**src/hdl/swtt_ram.sv**
```systemverilog
// ============================================================================
// swtt_ram
// Simple dual-port synchronous RAM: one write port, one read port with a
// registered read.
// ============================================================================
module swtt_ram #(
    parameter int DATA_W = 64,
    parameter int DEPTH  = 64,
    parameter int ADDR_W = 6
) (
    input  logic              i_clk,
    input  logic              i_we,
    input  logic [ADDR_W-1:0] i_wr_addr,
    input  logic [DATA_W-1:0] i_wr_data,
    input  logic              i_re,
    input  logic [ADDR_W-1:0] i_rd_addr,
    output logic [DATA_W-1:0] o_rd_data
);

    logic [DATA_W-1:0] r_mem [DEPTH];
    logic [DATA_W-1:0] r_q;

    always_ff @(posedge i_clk) begin
        if (i_we) begin
            r_mem[i_wr_addr] <= i_wr_data;
        end
    end

    always_ff @(posedge i_clk) begin
        if (i_re) begin
            r_q <= r_mem[i_rd_addr];
        end
    end

    assign o_rd_data = r_q;

endmodule

```
**config.mk**
```make
export PLATFORM = sky130hd
export DESIGN_NAME = swtt_ram
export DESIGN_NICKNAME = d
export VERILOG_FILES = /design/src/hdl/swtt_ram.sv
export SDC_FILE = /design/constraint.sdc
export NUM_CORES = 2
export LEC_CHECK = 0
export ABC_AREA = 0
export BUFFER_PORTS_ARGS = -buffer_cell sky130_fd_sc_hd__buf_2
export CAP_MARGIN = 20
export CORE_UTILIZATION = 47
export DETAILED_ROUTE_END_ITERATION = 6
export SLEW_MARGIN = 15
export SYNTH_ARGS = -nofsm -noshare
export SYNTH_HDL_FRONTEND = slang
export SYNTH_SLANG_ARGS = --single-unit
```
**constraint.sdc**
```tcl
create_clock -name i_clk -period 7.74 [get_ports i_clk]
set_input_delay 1.548 -clock i_clk [delete_from_list [all_inputs] [get_ports i_clk]]
set_output_delay 1.548 -clock i_clk [all_outputs]
set_load 0.02 [all_outputs]
```
After elaboration in Yosys (flattened, before gate mapping):

Memory sizes are Yosys's and may differ from the RTL's. A register that Yosys moved wholly into a read port is not among the register bits.
Index checks and enable logic that the tools add are counted.

* flip-flop bits (word level): 0
* RAM bits: 4096
* input port bits: 79
* output and inout port bits: 64
* memories kept: 1

Memory list
* r_mem: words 64, bits a word 64, read ports 1, clocked after Yosys merged registers in 1, wr ports 1, line 20 `logic [DATA_W-1:0] r_mem [DEPTH];`

* multiplexer cells: 2

Operator list (number)
* 2-to-1 mux 1 bit: 2

Depth between registers and ports, before layout:

* depth after elaboration: 2
* mapped depth: 9
* mapped depth without buffers: 5

Worst setup path before layout:

Ideal clock, no wire load.

* kind: input-to-reg
* start point: in i_wr_addr[3]
* end point: mem r_mem[48][0], enable pin
* library setup time: 0.564 ns
* arrival time: 6.420 ns
* data required time: 7.176 ns
* path slack: 0.756 ns
* stages: 4
* cell sequence: clkbuf_1 nor2b_1 nand4b_1 nor3_1

RTL lines
* start: declaration: line 13 `input logic [ADDR_W-1:0] i_wr_addr,`
* end: declaration: line 20

Straight into the memory's write port.

==> impl_metrics.json <==
{
  "filler_cell_count": 24670,
  "fin_crit_ns": 4.36,
  "synth-async-reset-ratio": 0,
  "largest_voltage_drop_on_the_vdd_net_mv": 0.254,
  "design_power_total_uw": 47400,
  "core_sq_mm": 0.331,
  "clock_skew_ns": 0.0431,
  "dominantRegCellSynth": "edfxtp_1",
  "antenna_found_initial": 41,
  "critPathLaunchType": "input port",
  "detailedRoute.firstPassIterationCount": 5,
  "drt_iter0_markers": 10286,
  "run_status": "finished clean",
  "timing.critical_path.fanout_max": 21,
  "number_of_nets_still_failing_antenna_checks_after_routing": 0,
  "max_slew.worst_pin.slew_ns": 1.20,
  "worstHoldPathCells": 4,
  "setup.reg_to_reg.worst_slack_ns": 5.44,
  "gp_routability_congestion": 0.780,
  "synth_seq_area_share": 0.796,
  "first_pass_grt_wire_length_um": 609000,
  "worst_hold_startpoint": "r_mem[62][2]",
  "finalSetupViolCount": 0,
  "grt_setup_unrepaired": "no",
  "drcViolationCount": 0,
  "finalCritPeriodShare": 0.564,
  "wl_per_cell_um": 37.6,
  "maximum_level_of_the_cts_h_tree": 5,
  "design.final.nets": 7113,
  "crit_path_end_kind": "flip-flop",
  "crit_required_ns": 8.38,
  "clkLatencyLatePin_ns": 0.98,
  "vias_in_the_first_global_route": 76022,
  "die_height_um": 580,
  "synthesis.yosys.warnings": 0,
  "worst_hold_path.endpoint": "o_rd_data[2]",
  "ys_ff_latch": 4160,
  "min-delay-path-class": "flip-flop to flip-flop",
  "register_area_sq_mm": 0.125,
  "synth_edf_count": 4160,
  "layout.cells.most_common": "edfxtp_1",
  "die_area_sq_mm": 0.336,
  "reg2reg_depth": 5,
  "multiInputGateArea_sq_mm": 0.0308,
  "post_synth.cell_area_avg_sq_um": 23.8,
  "route.final.wire_length_um": 442000,
  "ctsResizeCount": 0,
  "postSynthCellCount": 6598,
  "cap_viol_max_count": 0,
  "critical_path.reg2reg.endpoint": "o_rd_data[6]",
  "reg2reg_from": "r_mem[52][6]",
  "top_level_ports": 143,
  "critPathKind": "input port to flip-flop",
  "cts_tree": "done",
  "clock_tree.root_cell": "clkbuf_16",
  "synth.cell_area_sq_mm": 0.157,
  "via_per_inst": 6.49,
  "cts.reportedPaths.clkPinSlew_ns": 0.06,
  "relSlewSlack": 0.200,
  "num_vias": 76331,
  "cts_max_path_buffers": 4,
  "setup-tns-final_ns": 0,
  "final_cell_mix": "edfxtp_1, mux4_2, clkbuf_16",
  "clock_sinks": 4160,
  "arrival_time_at_the_worst_endpoint_ns": 5.00,
  "row_count": 211,
  "timing.fmax_ghz": 0.229,
  "p_leak_uw": 0.0554,
  "cts_hold_buf": 0,
  "synthesized_net_count": 6677,
  "count_of_final_max_slew_check_failures": 0,
  "gr-total-overflow": 0,
  "yosys.cell_types.count": 32,
  "initial_utilization": 0.474,
  "cts-buffers-inserted": 415,
  "maximum_number_of_pins_on_one_net_before_global_route_repair": 97,
  "gr-usage-all-layers": 0.260,
  "drive_above_1_share": 0.286,
  "post-cts-setup-buffers": 0,
  "final_hold_violating_endpoints": 0,
  "pwr_density_cell_mw_per_mm2": 266,
  "dpl.hpwl_um": 238000,
  "syn_to_final_growth_pct": 13.6,
  "buffer_ports.inserted": 142,
  "die-width_um": 580,
  "worst_hold_slack_ns": 0.888
}
[cells in the mapped netlist, types with 2 or more instances]
cell type	number	area, sq um
a211oi_1	63	473
a22o_1	88	771
a22oi_1	168	1260
a2bb2oi_1	19	166
a31oi_1	18	113
a41oi_1	26	228
and2_1	3	18.8
and3_1	64	400
buf_1	20	75.1
buf_2	170	851
buf_4	34	255
buf_6	6	67.6
clkbuf_1	140	526
edfxtp_1	4160	125000
inv_1	19	71.3
mux2i_1	135	1350
mux4_2	1024	23100
nand2_1	58	218
nand2b_1	11	68.8
nand3_1	45	225
nand3b_1	2	15.0
nand4_1	2	12.5
nor2_1	112	420
nor2b_1	28	175
nor3_1	2	10.0
o221ai_1	38	333
o22ai_1	83	519
or2_2	28	175
or3_1	29	181
[cells by family after synthesis]
group,share of synthesized area
compound gates,0.0247
simple gates,0.0123
flops,0.796
mux,0.156
buf+inv,0.0118
[metal layers]
metal  vias up  global-route usage  part of all wire
met5         -                   0           0.00020
met1     42005               0.374              0.40
met4        14              0.0685             0.027
li1      29483                   -                 -
met2      4182               0.414              0.48
met3       647              0.0485             0.096
[layout make-up]
class / instances / area share
clock inverters: 258 / 0.0147
diodes: 15 / 0.000211
inverters: 19 / 0.000400
repair buffers: 389 / 0.0196
well taps: 4366 / 0.0306
multi-input cells: 2049 / 0.173
flip-flops and latches: 4160 / 0.701
clock buffers: 504 / 0.0612
[sequential cells by signal, summed over array words and instances (netlist names)]
signal	count
o_rd_data	64
r_mem	4096
[how the worst max path moves through the flow]
stage / start / end / slack (ns) / depth (start not counted)
floorplan: i_wr_addr[3] / r_mem[48][0] / 0.76 / 4
global placement: i_rd_addr[0] / o_rd_data[5] / 2.37 / 8
detailed placement: i_rd_addr[0] / o_rd_data[5] / 2.37 / 8
CTS: i_rd_addr[0] / o_rd_data[5] / 3.43 / 8
global route: i_rd_addr[0] / o_rd_data[5] / 3.27 / 8
finish: i_rd_addr[3] / o_rd_data[6] / 3.38 / 7
[stage by stage]
step / instance area [sq um] / cells / setup WS (ns) / util
3_3_place_gp: 164000 / 10953 / 2.37 / 0.495
2_1_floorplan: 157000 / 6598 / 0.756 / -
6_report: 178000 / 11760 / 3.38 / 0.538
5_1_grt: 178000 / 11749 / 3.27 / 0.538
4_1_cts: 178000 / 11720 / 3.43 / 0.536
3_5_place_dp: 164000 / 10958 / 2.37 / 0.496
[critical path, stage by stage]
cell and delay, ns:
buf_2 0.72, nand2_4 0.52, buf_4 0.49, buf_4 0.34, o22ai_1 0.51, a31oi_1 0.09
a211oi_1 0.68
[power by group]
part / internal (uW) / switching, uW
logic: 785 / 1380
registers: 25000 / 92.2
clock network: 11600 / 8530
Note: power is estimated with default switching activity, not from simulation.
